--- src/rtl/imhpq_pkg.sv ---
package imhpq_pkg;

    // identifier space and input field layout
    localparam int ID_W       = 10;
    localparam int ID_SPACE   = 1024;
    localparam int OP_W       = 2;
    localparam int KEY_IN_W   = 32;
    localparam int IN_W       = 48;
    localparam int ST_W       = 3;

    // operation codes
    localparam logic [OP_W-1:0] OP_PUSH    = 2'd0;
    localparam logic [OP_W-1:0] OP_DECR    = 2'd1;
    localparam logic [OP_W-1:0] OP_EXTRACT = 2'd2;
    localparam logic [OP_W-1:0] OP_LOOKUP  = 2'd3;

    // result status codes
    localparam logic [ST_W-1:0] ST_DONE    = 3'd0;
    localparam logic [ST_W-1:0] ST_FULL    = 3'd1;
    localparam logic [ST_W-1:0] ST_EMPTY   = 3'd2;
    localparam logic [ST_W-1:0] ST_ABSENT  = 3'd3;
    localparam logic [ST_W-1:0] ST_PRESENT = 3'd4;

    // heap read address selects
    localparam logic [2:0] HRD_ROOT   = 3'd0;
    localparam logic [2:0] HRD_LAST   = 3'd1;
    localparam logic [2:0] HRD_SLOT   = 3'd2;
    localparam logic [2:0] HRD_PARENT = 3'd3;
    localparam logic [2:0] HRD_LEFT   = 3'd4;
    localparam logic [2:0] HRD_RIGHT  = 3'd5;

    // datapath register actions
    localparam logic [3:0] ACT_NONE      = 4'd0;
    localparam logic [3:0] ACT_PUSH_INIT = 4'd1;
    localparam logic [3:0] ACT_SLOT      = 4'd2;
    localparam logic [3:0] ACT_E_IN      = 4'd3;
    localparam logic [3:0] ACT_EX_MIN    = 4'd4;
    localparam logic [3:0] ACT_E_RD      = 4'd5;
    localparam logic [3:0] ACT_PLACE     = 4'd6;
    localparam logic [3:0] ACT_UP        = 4'd7;
    localparam logic [3:0] ACT_LCAP      = 4'd8;
    localparam logic [3:0] ACT_DN        = 4'd9;

    // controller to datapath commands
    typedef struct packed {
        logic            load;
        logic            clr_step;
        logic            map_rd;
        logic            hrd;
        logic [2:0]      hrd_sel;
        logic [3:0]      act;
        logic            set_st;
        logic [ST_W-1:0] st;
        logic            res_load;
    } cmd_t;

    // datapath to controller status
    typedef struct packed {
        logic            clr_done;
        logic            map_valid;
        logic            full;
        logic            cnt_zero;
        logic            pos_zero;
        logic            less_dk;
        logic            less_up;
        logic            left_in;
        logic            dn_move;
        logic            out_busy;
        logic [OP_W-1:0] op;
    } sts_t;

endpackage

--- src/rtl/imhpq_ctrl.sv ---
module imhpq_ctrl (
    input  logic              clk,
    input  logic              rst_n,
    input  imhpq_pkg::sts_t   sts,
    output imhpq_pkg::cmd_t   cmd,
    input  logic              in_valid,
    output logic              in_ready
);
    import imhpq_pkg::*;

    localparam logic [3:0] S_CLEAR   = 4'd0;
    localparam logic [3:0] S_IDLE    = 4'd1;
    localparam logic [3:0] S_MAP_RD  = 4'd2;
    localparam logic [3:0] S_MAP_CHK = 4'd3;
    localparam logic [3:0] S_DK_CHK  = 4'd4;
    localparam logic [3:0] S_EX_RD0  = 4'd5;
    localparam logic [3:0] S_EX_RD1  = 4'd6;
    localparam logic [3:0] S_EX_LAST = 4'd7;
    localparam logic [3:0] S_UP_RD   = 4'd8;
    localparam logic [3:0] S_UP_CMP  = 4'd9;
    localparam logic [3:0] S_DN_RDL  = 4'd10;
    localparam logic [3:0] S_DN_RDR  = 4'd11;
    localparam logic [3:0] S_DN_CMP  = 4'd12;
    localparam logic [3:0] S_FIN     = 4'd13;
    localparam logic [3:0] S_FIN2    = 4'd14;

    logic [3:0] state_reg;
    logic [3:0] state_next;

    // state register
    always_ff @(posedge clk or negedge rst_n)
    begin
        if (!rst_n)
        begin
            state_reg <= S_CLEAR;
        end
        else
        begin
            state_reg <= state_next;
        end
    end

    assign in_ready = (state_reg == S_IDLE);

    // next state and commands
    always_comb
    begin
        state_next = state_reg;
        cmd        = '0;
        cmd.act    = ACT_NONE;
        cmd.st     = ST_DONE;
        unique case (state_reg)
            S_CLEAR:
            begin
                if (sts.clr_done)
                begin
                    state_next = S_IDLE;
                end
                else
                begin
                    cmd.clr_step = 1'b1;
                end
            end
            S_IDLE:
            begin
                if (in_valid)
                begin
                    cmd.load = 1'b1;
                    // route a fresh item by its operation
                    unique case (sts.op)
                        OP_PUSH, OP_DECR: state_next = S_MAP_RD;
                        OP_EXTRACT:       state_next = S_EX_RD0;
                        OP_LOOKUP:        state_next = S_FIN;
                        default:          state_next = S_FIN;
                    endcase
                end
            end
            S_MAP_RD:
            begin
                cmd.map_rd = 1'b1;
                state_next = S_MAP_CHK;
            end
            S_MAP_CHK:
            begin
                if (sts.op == OP_PUSH)
                begin
                    if (sts.map_valid)
                    begin
                        cmd.set_st = 1'b1;
                        cmd.st     = ST_PRESENT;
                        state_next = S_FIN;
                    end
                    else if (sts.full)
                    begin
                        cmd.set_st = 1'b1;
                        cmd.st     = ST_FULL;
                        state_next = S_FIN;
                    end
                    else
                    begin
                        cmd.act    = ACT_PUSH_INIT;
                        state_next = S_UP_RD;
                    end
                end
                else if (!sts.map_valid)
                begin
                    cmd.set_st = 1'b1;
                    cmd.st     = ST_ABSENT;
                    state_next = S_FIN;
                end
                else
                begin
                    cmd.act     = ACT_SLOT;
                    cmd.hrd     = 1'b1;
                    cmd.hrd_sel = HRD_SLOT;
                    state_next  = S_DK_CHK;
                end
            end
            S_DK_CHK:
            begin
                if (sts.less_dk)
                begin
                    cmd.act    = ACT_E_IN;
                    state_next = S_UP_RD;
                end
                else
                begin
                    state_next = S_FIN;
                end
            end
            S_EX_RD0:
            begin
                if (sts.cnt_zero)
                begin
                    cmd.set_st = 1'b1;
                    cmd.st     = ST_EMPTY;
                    state_next = S_FIN;
                end
                else
                begin
                    cmd.hrd     = 1'b1;
                    cmd.hrd_sel = HRD_ROOT;
                    state_next  = S_EX_RD1;
                end
            end
            S_EX_RD1:
            begin
                cmd.act     = ACT_EX_MIN;
                cmd.hrd     = 1'b1;
                cmd.hrd_sel = HRD_LAST;
                state_next  = S_EX_LAST;
            end
            S_EX_LAST:
            begin
                if (sts.cnt_zero)
                begin
                    state_next = S_FIN;
                end
                else
                begin
                    cmd.act    = ACT_E_RD;
                    state_next = S_DN_RDL;
                end
            end
            S_UP_RD:
            begin
                if (sts.pos_zero)
                begin
                    cmd.act    = ACT_PLACE;
                    state_next = S_FIN;
                end
                else
                begin
                    cmd.hrd     = 1'b1;
                    cmd.hrd_sel = HRD_PARENT;
                    state_next  = S_UP_CMP;
                end
            end
            S_UP_CMP:
            begin
                if (sts.less_up)
                begin
                    cmd.act    = ACT_UP;
                    state_next = S_UP_RD;
                end
                else
                begin
                    cmd.act    = ACT_PLACE;
                    state_next = S_FIN;
                end
            end
            S_DN_RDL:
            begin
                if (sts.left_in)
                begin
                    cmd.hrd     = 1'b1;
                    cmd.hrd_sel = HRD_LEFT;
                    state_next  = S_DN_RDR;
                end
                else
                begin
                    cmd.act    = ACT_PLACE;
                    state_next = S_FIN;
                end
            end
            S_DN_RDR:
            begin
                cmd.act     = ACT_LCAP;
                cmd.hrd     = 1'b1;
                cmd.hrd_sel = HRD_RIGHT;
                state_next  = S_DN_CMP;
            end
            S_DN_CMP:
            begin
                if (sts.dn_move)
                begin
                    cmd.act    = ACT_DN;
                    state_next = S_DN_RDL;
                end
                else
                begin
                    cmd.act    = ACT_PLACE;
                    state_next = S_FIN;
                end
            end
            S_FIN:
            begin
                cmd.map_rd = 1'b1;
                state_next = S_FIN2;
            end
            S_FIN2:
            begin
                if (!sts.out_busy)
                begin
                    cmd.res_load = 1'b1;
                    state_next   = S_IDLE;
                end
            end
            default:
            begin
                state_next = S_IDLE;
            end
        endcase
    end

endmodule

--- config.mk ---
export PLATFORM = sky130hd
export DESIGN_NAME = imhpq_ctrl
export DESIGN_NICKNAME = d
export VERILOG_FILES = /design/src/rtl/imhpq_pkg.sv /design/src/rtl/imhpq_ctrl.sv
export SDC_FILE = /design/constraint.sdc
export NUM_CORES = 1
export LEC_CHECK = 0
export ABC_AREA = 1
export CORE_MARGIN = 5
export CORE_UTILIZATION = 45
export DETAILED_ROUTE_END_ITERATION = 8
export DONT_BUFFER_PORTS = 1
export PLACE_DENSITY = 0.6
export SETUP_SLACK_MARGIN = 0.02
export SLEW_MARGIN = 20
export SYNTH_ARGS = -nofsm -noshare
export SYNTH_HDL_FRONTEND = slang
export SYNTH_SLANG_ARGS = --single-unit
--- constraint.sdc ---
create_clock -name clk -period 1.7 [get_ports clk]
set_clock_uncertainty 0.15 [all_clocks]
set_input_delay 0.085 -clock clk [delete_from_list [all_inputs] [get_ports clk]]
set_output_delay 0.085 -clock clk [all_outputs]
set_load 0.03 [all_outputs]
=== Yosys cells after proc, flatten, opt, wreduce, memory -nomap -nowiden ===
Cells that the tools add are included.
Widths: inputs -> output; s select.

* Bits in registers: 4
* Bits in latches: 0
* RAM bits: 0
* Memory bits (read-only): 0
* Input port bits: 15
* Output and inout bits: 17
* Word-level logic and storage cells: 70
* Memories kept: 0

* Add/sub/neg operators: 0
* Multiply operators: 0
* Div/mod/pow operators: 0
* Order comparisons: 0
* Equal/unequal tests: 20
* Shift operators: 0
* Mux-type cells: 44
* Bitwise logic cells: 0
* Reductions and logical operators: 5

{| class="wikitable"
|+ Operators by type and width
! cell !! count
|-
| $mux 4 || 17
|-
| $pmux 4 s15 || 1
|-
| $pmux 4 s9 || 1
|-
| $mux 3 || 10
|-
| $eq 4x4->1 const B || 7
|-
| $pmux 4 s6 || 1
|-
| $eq 4x3->1 const B || 4
|-
| $mux 8 || 2
|-
| $pmux 4 s3 || 1
|-
| $mux 1 || 9
|-
| $eq 4x2->1 const B || 2
|-
| $pmux 4 s2 || 1
|-
| $ne 2x2->1 const B || 3
|-
| $eq 2x2->1 const B || 2
|-
| $eq 4x1->1 const B || 1
|-
| $logic_not 4->1 || 1
|-
| $reduce_or 2->1 || 2
|-
| $reduce_and 3->1 || 1
|-
| $eq 2x1->1 const B || 1
|-
| $logic_not 2->1 || 1
|-
| $mux 2 || 1
|}

=== Depth between registers and ports, before layout ===
Gate-level depths: netlist (run 1).

* Word-level depth: 5
* Depth in mapped cells: 9
* Gate-level depth less buffers: 9

=== Worst setup path after synthesis (run 1) ===
No wires, ideal clock.

* Kind: reg-to-output
* Start: reg state_reg[1]
* End: out cmd[2] in the netlist's numbering
* Data arrival time: 1546 ps
* Data required time: 1465 ps
* Setup slack: -81 ps
* Stages on the path, launching flop included: 5
* Path buffers: 0
* Cell sequence: dfrtp_1 -> nand2_1 -> nor2_4 -> nand2_1 -> o21ai_0

{| class="wikitable"
|+ RTL lines
! what !! line !! source
|-
| start, declared || imhpq_ctrl.sv:27 || <nowiki>logic [3:0] state_reg;</nowiki>
|-
| start signal, assigned || imhpq_ctrl.sv:39 || <nowiki>state_reg <= state_next;</nowiki>
|-
| end, declared || imhpq_ctrl.sv:5 || <nowiki>output imhpq_pkg::cmd_t cmd,</nowiki>
|}

==> results of run 1 <==
-- cell families after synthesis --
| group | Yosys count |
|---|---|
| and+or+nand+nor | 101 |
| DFF | 4 |
| AOI/OAI and AO/OA | 7 |
| buffers and inverters | 18 |
-- worst max-delay path, cell delays in order (launching register included) --
cell and delay, ps:
sky130_fd_sc_hd__dfrtp_2 450, sky130_fd_sc_hd__inv_4 60, sky130_fd_sc_hd__nor2_4 210, sky130_fd_sc_hd__nand2_2 100, sky130_fd_sc_hd__nor2_2 130, sky130_fd_sc_hd__a21oi_2 40, sky130_fd_sc_hd__nand4_1 300
-- stage by stage --
| step | total power [mW] | util [%] | setup WS, ps | instance area (sq um) |
|---|---|---|---|---|
| floorplan | 1.17 | - | 78.4 | 686 |
| global placement | 1.46 | 54.1 | 74.3 | 796 |
| detailed placement | 1.46 | 54.1 | 74.2 | 796 |
| CTS | 1.75 | 66.0 | -31.2 | 971 |
| global route | 2.22 | 77.3 | -134 | 1140 |
| finish | 2.09 | 77.3 | -85.5 | 1140 |
-- cell usage after synthesis, drive strengths merged --
cell and instances:
nand4 2, o211ai 1, a21oi 3, nand3 25, nor3b 1, nor3 1, nand3b 3, nor2 24
o21ai 3, inv 18, nand2 45, dfrtp 4
-- report_power, final --
part	internal, mW	switching, mW	leakage (nW)	total, mW
clock	0.0798	0.0516	0.0138	0.131
sequential	0.155	0.118	0.0446	0.273
combinational	0.610	1.07	0.579	1.68
total	0.845	1.24	0.638	2.09
-- per-layer routing --
metal | wire length, um | vias up | part of all wire (%)
met1 | 1050 | 442 | 39
met5 | 0 | - | 0
li1 | - | 490 | -
met2 | 1300 | 80 | 49
met4 | 42 | 0 | 1.6
met3 | 284 | 5 | 11
-- worst min path at each step --
stage | to | slack, ps | cells past startpoint
global placement | state_reg[2] | -360 | 0
finish | state_reg[3] | -20 | 4
floorplan | state_reg[0] | -360 | 0
detailed placement | state_reg[0] | -360 | 0
global route | state_reg[3] | 10 | 4
CTS | state_reg[3] | 10 | 4
-- area by class of cell --
type | instances | area share, %
well taps | 16 | 1.76
inverters | 18 | 6.38
flip-flops and latches | 4 | 9.24
clock buffers | 3 | 1.98
multi-input cells | 108 | 56.7
repair buffers | 30 | 24.0
-- what timing repair did --
action | in CTS | in global routing
buffers inserted | 3 | 8
pin swaps | 7 | 17
endpoints found under the hold margin | 8 | 0
gates resized for setup | 21 | 28
setup endpoints to repair | 10 | 17
hold buffers | 7 | 0
==> implementation parameters, run 1 <==
Parameter                              Value

GRT
  GRT met2 Usage ... 31.3%
  Via count of the first global-routing pass ... 886
  Met1 capacity usage during global routing ... 25.2%
  Global-route wire length before repair ... 3.81 mm
  Largest net degree at the start of global routing ... 9
  GRT Residual Overflow ... 0
  GRT Overall Usage ... 19.7%
  Number of antenna violations at the first check in global routing ... 0
  Layer with the highest usage ... met2
  M3 GR Usage ... 4.59%

Timing
  Final critical path time including I/O delays and setup ... 1790 ps
  Final cycle utilization of the critical path ... 105%
  Maximum clock frequency ... 560 MHz
  Worst path setup slack after routing ... -85.5 ps
  Worst hold slack after final layout ... -20.1 ps
  Unrepaired setup endpoints after global routing ... true
  Final Hold Violating Endpoints ... 3
  Final setup violation count ... 9
  Final max-slew violation count ... 0
  Headroom to the max-slew limit ... 73.3%
  Accumulated negative setup slack ... -350 ps
  Worst-Margin Slew ... 400 ps

Place
  Count of placed standard cells including taps ... 158
  Quantity of I/O buffers inserted on ports ... 0
  Estimated wirelength of the detail-placed design ... 1.71 mm
  Global placement routability congestion ... 0.941

Yosys
  Top cell type's share of synthesized area ... 23.6%
  Fraction of the yosys area taken by sequential cells ... 14.7%
  Combinational family with the most area after synthesis ... simple AND/OR/NAND/NOR gates
  Cell Area, Synth ... 683 sq um
  Compound-cell area share of the yosys netlist ... 6.04%
  Largest cells by area after synthesis ... sky130_fd_sc_hd__nand2_1 24%, sky130_fd_sc_hd__nand3_1 18%, sky130_fd_sc_hd__dfrtp_1 15%
  Average footprint of a synthesized cell ... 5.26 sq um
  Synthesized netlist net count ... 145
  YS warnings ... 0
  Cell type with the highest aggregate area in the netlist ... sky130_fd_sc_hd__nand2_1
  #FFs+latches synth ... 4
  Synth Area in Adders ... 0%
  Proportion of synthesized area in mux cells ... 0%
  Post-synthesis xor/xnor area fraction ... 0%
  Synth unique cells ... 18
  Cell count after synthesis ... 130
  Post-Synth Simple-Gate Area ... 69.4%

Critical path
  Max FO, Critical Path ... 7
  Worst reg2reg endpoint ... state_reg[2]
  Startpoint class of the critical path ... register
  Reg2Reg Depth ... 8
  Data required time of the worst path ... 1460 ps
  Timing endpoint of the critical path ... cmd[5]
  Type of the worst setup path ... reg -> out
  Worst setup startpoint ... state_reg[3]
  Type of destination of the critical path ... output pin
  Worst reg2reg setup slack ... 110 ps
  Source of the worst register-to-register timing path ... state_reg[0]
  WP data arrival ... 1550 ps

Finish
  Highest-count cells in the layout ignoring fill and taps ... 33 x sky130_fd_sc_hd__nand2_1, 20 x sky130_fd_sc_hd__nand3_1, 15 x sky130_fd_sc_hd__buf_4
  Area growth from synthesis to layout ... 66.5%
  Post-layout instance count excluding filler cells ... 179
  N_diodes ... 0
  Fraction of final layout cells sized beyond drive strength 1 ... 42.3%
  Final-stage net count ... 180
  Total area of multi-input combinational cells ... 644 sq um
  Most common library cell in the layout ignoring fill and taps ... sky130_fd_sc_hd__nand2_1
  Fill cell total of the finished layout ... 102
  Area of all sequential standard cells ... 105 sq um
  Number of flip-flops under the largest register name ... 4

Clock network
  CTS Buffer Depth ... 2
  Worst-Skew Late Latency ... 250 ps
  Buffer cell driving the clock tree root ... sky130_fd_sc_hd__clkbuf_4
  Clock tree from TritonCTS ... built
  Number of buffers created by CTS ... 3
  H-tree levels ... 1
  Clock slew seen by the registers of the worst setup and hold paths ... 40 ps
  # clock sinks ... 4

Run
  Max-Cap Viols ... 0

Drt
  Via count ... 1,017
  Initial detailed-routing violation count ... 49
  Aggregate routed wire length ... 2.67 mm
  Average wire length per cell after detail routing ... 14.9 um
  Count of nets left with antenna violations after detail routing ... 0
  Total DRC errors in the routed layout ... 0
  Via density per instance ... 5.68
  First-pass iteration count of the detailed router ... 5

Floorplanning
  Area of the die ... 0.00240 sq mm
  Number of placed I/O pins ... 32
  Die H ... 49.0 um
  Initial Util ... 46.4%
  Core Box Area ... 0.00147 sq mm
  Width of the die ... 49.0 um
  Rows ... 14

Power and ir drop
  Leakage Power ... 0.638 nW
  Worst IR drop on VDD ... 0.923 mV
  Power density over cell area ... 1840 mW/mm^2

Outcome
  Status ... finished, violations left
  Failing checks ... negative hold slack, negative setup slack

Worst hold path
  Startpoint of the most critical hold path ... sts[11]
  Kind of path behind the tightest hold check ... in -> reg
Note: power is estimated with default switching activity, not from simulation.
==> inputs of run 2 (changes only) <==
--- a/config.mk
+++ b/config.mk
@@ -6,12 +6,15 @@
 export NUM_CORES = 1
 export LEC_CHECK = 0
 export ABC_AREA = 1
+export CELL_PAD_IN_SITES_DETAIL_PLACEMENT = 1
+export CELL_PAD_IN_SITES_GLOBAL_PLACEMENT = 2
 export CORE_MARGIN = 5
-export CORE_UTILIZATION = 45
+export CORE_UTILIZATION = 27
 export DETAILED_ROUTE_END_ITERATION = 8
 export DONT_BUFFER_PORTS = 1
-export PLACE_DENSITY = 0.6
+export PLACE_DENSITY = 0.75
 export SETUP_SLACK_MARGIN = 0.02
+export SKIP_LAST_GASP = 1
 export SLEW_MARGIN = 20
 export SYNTH_ARGS = -nofsm -noshare
 export SYNTH_HDL_FRONTEND = slang
==> run 2 against run 1 <==
Against the previous run: the flow finishes with violations (negative setup slack); global-route usage shrank 3.3 points; critical path depth shrank 1; maximum frequency shrank 0.57%; wire length grew 9.4%; worst setup slack lost 10 ps; non-clock buffer count is the same; final cell count grew 7.8%; register-to-register slack lost 20 ps; core utilization shrank 31 points; sequential share of layout area is essentially flat; die area grew 52%; count of clock-buffer cells in the layout is the same.
==> implementation parameters, run 2 (same netlist as run 1, synthesis figures left out) <==
Parameter                              Value

Critical path
  Max stage delay cell, worst path ... sky130_fd_sc_hd__dfrtp_2
  Startpoint class of the critical path ... register
  WP data arrival ... 1560 ps
  WP buf/inv ... 1
  Largest stage delay on the critical path ... 470 ps
  Data required time of the worst path ... 1460 ps
  Type of the worst setup path ... reg -> out
  Cell class contributing the biggest share of worst-path delay ... simple AND/OR/NAND/NOR gates
  Max FO, Critical Path ... 5
  Worst-path cell chain ... nand2_2 -> nor2_4 -> buf_4 -> a21oi_1 -> nand4_1
  Type of destination of the critical path ... output pin

Clock network
  CTS Buffer Depth ... 2
  Worst-Skew Late Latency ... 230 ps
  H-tree levels ... 1
  Number of buffers created by CTS ... 3
  # clock sinks ... 4
  Buffer cell driving the clock tree root ... sky130_fd_sc_hd__clkbuf_4
  Clock slew seen by the registers of the worst setup and hold paths ... 40 ps
  Clock tree from TritonCTS ... built

Finish
  Most common library cell in the layout ignoring fill and taps ... sky130_fd_sc_hd__nand2_1
  Highest-count cells in the layout ignoring fill and taps ... 33 x sky130_fd_sc_hd__nand2_1, 20 x sky130_fd_sc_hd__nand3_1, 18 x sky130_fd_sc_hd__buf_4
  Final-stage net count ... 180
  Utilization of the core after routing ... 46.5%
  Number of flip-flops under the largest register name ... 4
  Post-layout instance count excluding filler cells ... 193
  Fraction of final layout cells sized beyond drive strength 1 ... 44.2%
  N_diodes ... 0
  Area growth from synthesis to layout ... 67.2%

Timing
  Headroom to the max-slew limit ... 72.6%
  Final max-slew violation count ... 0
  Final critical path time including I/O delays and setup ... 1800 ps
  Final cycle utilization of the critical path ... 106%
  Final setup violation count ... 4
  Worst path setup slack after routing ... -95.7 ps
  Maximum clock frequency ... 557 MHz
  Final Hold Violating Endpoints ... 0
  Unrepaired setup endpoints after global routing ... true
  Worst-Margin Slew ... 410 ps

Power and ir drop
  Total Power Consumption ... 2.12 mW
  Worst IR drop on VDD ... 1.03 mV
  Power density over cell area ... 1850 mW/mm^2
  Leakage Power ... 0.630 nW

Drt
  Initial detailed-routing violation count ... 56
  Total DRC errors in the routed layout ... 0
  Via count ... 980
  Average wire length per cell after detail routing ... 15.2 um
  First-pass iteration count of the detailed router ... 4
  Aggregate routed wire length ... 2.92 mm
  Via density per instance ... 5.08
  Count of nets left with antenna violations after detail routing ... 0

GRT
  GRT Overall Usage ... 16.4%
  GRT Residual Overflow ... 0
  Number of antenna violations at the first check in global routing ... 0
  Via count of the first global-routing pass ... 1,021
  Largest net degree at the start of global routing ... 8
  Global-route wire length before repair ... 4.64 mm

Floorplanning
  Die H ... 60.3 um
  Core Box Area ... 0.00245 sq mm
  Width of the die ... 60.3 um
  Number of placed I/O pins ... 32
  Initial Util ... 27.8%
  Area of the die ... 0.00364 sq mm
  Rows ... 18

Outcome
  Failing checks ... negative setup slack
  Status ... finished, violations left

Place
  Quantity of I/O buffers inserted on ports ... 0
  Count of placed standard cells including taps ... 173
  Pre-CTS worst setup slack ... -23.3 ps
  Estimated wirelength of the detail-placed design ... 2.22 mm
  Global placement routability congestion ... 0.901

Run
  Max-Cap Viols ... 0

Worst hold path
  Kind of path behind the tightest hold check ... in -> reg
[run 2: power breakdown]
part	internal, mW	switching, mW	leakage, nW	total (mW)
Clock	0.0790	0.0385	0.0138	0.117
Sequential	0.155	0.107	0.0446	0.262
Combinational	0.646	1.09	0.572	1.74
Total	0.880	1.24	0.630	2.12
[run 2: worst paths after layout]
kind	start	endpoint	slack, ps	cells after the start
setup reg to reg	state_reg[2]	state_reg[2]	90	10
max in group asynchronous	rst_n	state_reg[0]	700	2
setup / recovery	state_reg[0]	cmd[5]	-100	5
min in group asynchronous	rst_n	state_reg[2]	510	2
hold / removal	sts[1]	state_reg[3]	0.8	4
hold reg to reg	state_reg[0]	state_reg[3]	660	3
[run 2: worst min-delay path: cells and delay by family]
family | cells | cell delay, ps
AO/OA/AOI/OAI | 1 | 60
AND/OR/NAND/NOR | 3 | 210
[run 2: per-stage QoR]
stage               hold slack (ps)  instance area, sq um  TNS (ps)
CTS                            6.32                   978      -195
floorplan                      -361                   686         0
global placement               -360                   821         0
finish                        0.786                  1140      -186
global route                   20.5                  1140      -795
detailed placement             -360                   821     -23.3
[run 2: cell type report]
class / instances / area [sq um]
clock buffers: 3 / 22.5
well taps: 30 / 37.5
repair buffers: 30 / 265
multi-input cells: 108 / 642
flip-flops and latches: 4 / 105
inverters: 18 / 70.1
fillers: 347 / 1310
[run 2: metal layers]
| layer | track usage, % | part of all wire, % |
|---|---|---|
| met1 | 19.9 | 42 |
| met2 | 30.4 | 51 |
| met3 | 3.46 | 6.7 |
| met4 | 1.90 | 0.48 |
| met5 | 0 | 0 |
[run 2: repair_timing]
item / 4_1_cts / 5_1_grt
setup buffers: 5 / 8
pin swaps: 6 / 14
gates resized for setup: 20 / 28
setup endpoints to repair: 13 / 18
endpoints found under the hold margin: 8 / 0
hold buffers: 4 / 0
==> inputs of run 3 (changes only) <==
--- a/config.mk
+++ b/config.mk
@@ -13,6 +13,7 @@
 export DETAILED_ROUTE_END_ITERATION = 8
 export DONT_BUFFER_PORTS = 1
 export PLACE_DENSITY = 0.75
+export REMOVE_ABC_BUFFERS = 1
 export SETUP_SLACK_MARGIN = 0.02
 export SKIP_LAST_GASP = 1
 export SLEW_MARGIN = 20
==> run 3 against run 2 <==
Against the previous run: the run still ends with negative setup slack left; critical path type unchanged; non-clock buffer count decreased by 6; core utilization decreased by 2.2 points; first-iteration DRC count decreased by 32%; count of clock-buffer cells in the layout unchanged; sequential share of layout area increased by 0.47 points; critical path depth increased by 2.
==> implementation parameters, run 3 (same netlist as run 1, synthesis figures left out) <==
Parameter                              Value

Critical path
  Startpoint class of the critical path ... register
  Data required time of the worst path ... 1460 ps
  Max FO, Critical Path ... 8
  Type of destination of the critical path ... output pin
  Reg2Reg Depth ... 9
  Source of the worst register-to-register timing path ... state_reg[3]
  Worst-path cell chain ... inv_4 -> nor2_4 -> nand3_2 -> nand2_2 -> nor2_1 -> o211ai_1 -> buf_4
  Largest stage delay on the critical path ... 440 ps
  Max stage delay cell, worst path ... sky130_fd_sc_hd__dfrtp_2
  Worst reg2reg endpoint ... state_reg[2]
  Worst setup startpoint ... state_reg[3]
  Worst reg2reg setup slack ... 90 ps
  WP data arrival ... 1540 ps
  Type of the worst setup path ... reg -> out

Timing
  Final max-slew violation count ... 0
  Final setup violation count ... 5
  Headroom to the max-slew limit ... 72.8%
  Maximum clock frequency ... 564 MHz
  Accumulated negative setup slack ... -238 ps
  Final critical path time including I/O delays and setup ... 1770 ps
  Final cycle utilization of the critical path ... 104%
  Unrepaired setup endpoints after global routing ... true
  Final Hold Violating Endpoints ... 0
  Worst path setup slack after routing ... -74.3 ps
  Worst-Margin Slew ... 407 ps

Drt
  Count of nets left with antenna violations after detail routing ... 0
  First-pass iteration count of the detailed router ... 4
  Via density per instance ... 5.06
  Initial detailed-routing violation count ... 38
  Via count ... 946
  Average wire length per cell after detail routing ... 15.6 um
  Total DRC errors in the routed layout ... 0
  Aggregate routed wire length ... 2.92 mm

Clock network
  Clock slew seen by the registers of the worst setup and hold paths ... 40 ps
  Worst-Skew Late Latency ... 230 ps
  Buffer cell driving the clock tree root ... sky130_fd_sc_hd__clkbuf_4
  Clock tree from TritonCTS ... built
  CTS Buffer Depth ... 2
  Number of buffers created by CTS ... 3
  # clock sinks ... 4
  H-tree levels ... 1

GRT
  Number of antenna violations at the first check in global routing ... 0
  Global-route wire length before repair ... 4.54 mm
  GRT Overall Usage ... 16.3%
  Via count of the first global-routing pass ... 955
  Largest net degree at the start of global routing ... 9
  GRT Residual Overflow ... 0

Finish
  Final-stage net count ... 174
  Highest-count cells in the layout ignoring fill and taps ... 33 x sky130_fd_sc_hd__nand2_1, 18 x sky130_fd_sc_hd__nand3_1, 16 x sky130_fd_sc_hd__buf_4
  N_diodes ... 0
  Fraction of final layout cells sized beyond drive strength 1 ... 42.0%
  Area growth from synthesis to layout ... 59.2%
  Number of flip-flops under the largest register name ... 4
  Post-route standard cell area excluding fillers ... 0.00109 sq mm
  Utilization of the core after routing ... 44.3%
  Most common library cell in the layout ignoring fill and taps ... sky130_fd_sc_hd__nand2_1
  Fill cell total of the finished layout ... 342

Run
  Max-Cap Viols ... 0

Worst hold path
  Hold Path Cell Cnt ... 4
  Startpoint of the most critical hold path ... sts[1]
  Hold endpoint ... state_reg[3]
  Kind of path behind the tightest hold check ... in -> reg

Place
  Global placement routability congestion ... 0.943
  Estimated wirelength of the detail-placed design ... 2.31 mm
  Quantity of I/O buffers inserted on ports ... 0
  Area post-placement ... 818 sq um

Power and ir drop
  Worst IR drop on VDD ... 0.869 mV
  Power density over cell area ... 1880 mW/mm^2
  Leakage Power ... 0.605 nW

Floorplanning
  Width of the die ... 60.3 um
  Number of placed I/O pins ... 32
  Initial Util ... 27.8%
  Rows ... 18
  Area of the die ... 0.00364 sq mm
  Die H ... 60.3 um
  Core Box Area ... 0.00245 sq mm

Outcome
  Failing checks ... negative setup slack
  Status ... finished, violations left
run 3: cell count changes in the layout (fill, tap and decap cells not counted), sizes merged:
cell and delta:
buf -6
run 3: where the power goes:
part	total [mW]	leakage, nW	internal (mW)	switching, mW
clock network	0.118	0.0138	0.0790	0.0392
registers	0.270	0.0446	0.155	0.114
logic	1.66	0.547	0.568	1.09
run 3: layout make-up:
class | instances | area (sq um) | share of cell area (%)
Multi-Input combinational cell | 108 | 647 | 59.5
Sequential cell | 4 | 105 | 9.67
Clock buffer | 3 | 22.5 | 2.07
Timing Repair Buffer | 24 | 205 | 18.9
Inverter | 18 | 70.1 | 6.44
Tap cell | 30 | 37.5 | 3.45
run 3: worst max-delay path: cells and delay by family, from the launching register on:
kind,cells,cell delay [ps]
and+or+nand+nor,4,520
DFF,1,440
buffers and inverters,2,260
AOI/OAI and AO/OA,1,80
run 3: worst max-delay path by stage:
stage          slack (ps)  endpoint  depth (start not counted)
6_report              -70   cmd[12]                          7
5_1_grt              -170   cmd[12]                          7
4_1_cts               -50   cmd[12]                          7
3_5_place_dp            6   cmd[12]                          7
3_3_place_gp           50   cmd[12]                          7
2_1_floorplan         -80    cmd[2]                          4
run 3: metrics by stage:
step | hold WS, ps | power, mW | cells | setup slack (ps)
after floorplan | -361 | 1.17 | 130 | -80.6
after global placement | -360 | 1.53 | 173 | 49.7
after detailed placement | -360 | 1.55 | 173 | 6.12
after CTS | 29.9 | 1.84 | 182 | -45.3
after global routing | 28.3 | 2.21 | 187 | -167
final | 16.3 | 2.05 | 187 | -74.3
run 3: routing by layer:
metal  GRT usage [%]  vias up  share of wire [%]
met5               0        -                  0
met1            19.0      450                 40
met3            2.81        0                6.1
met2            31.5       24                 54
li1                -      472                  -
met4            1.90        0                  0
run 3: what timing repair did:
action / 4_1_cts / 5_1_grt
pin swaps: 4 / 11
buffers inserted: 2 / 5
resized for setup: 21 / 25
hold endpoints to repair: 8 / 0
endpoints found under the setup margin: 11 / 18
gates cloned: 0 / 0
hold buffers: 4 / 0
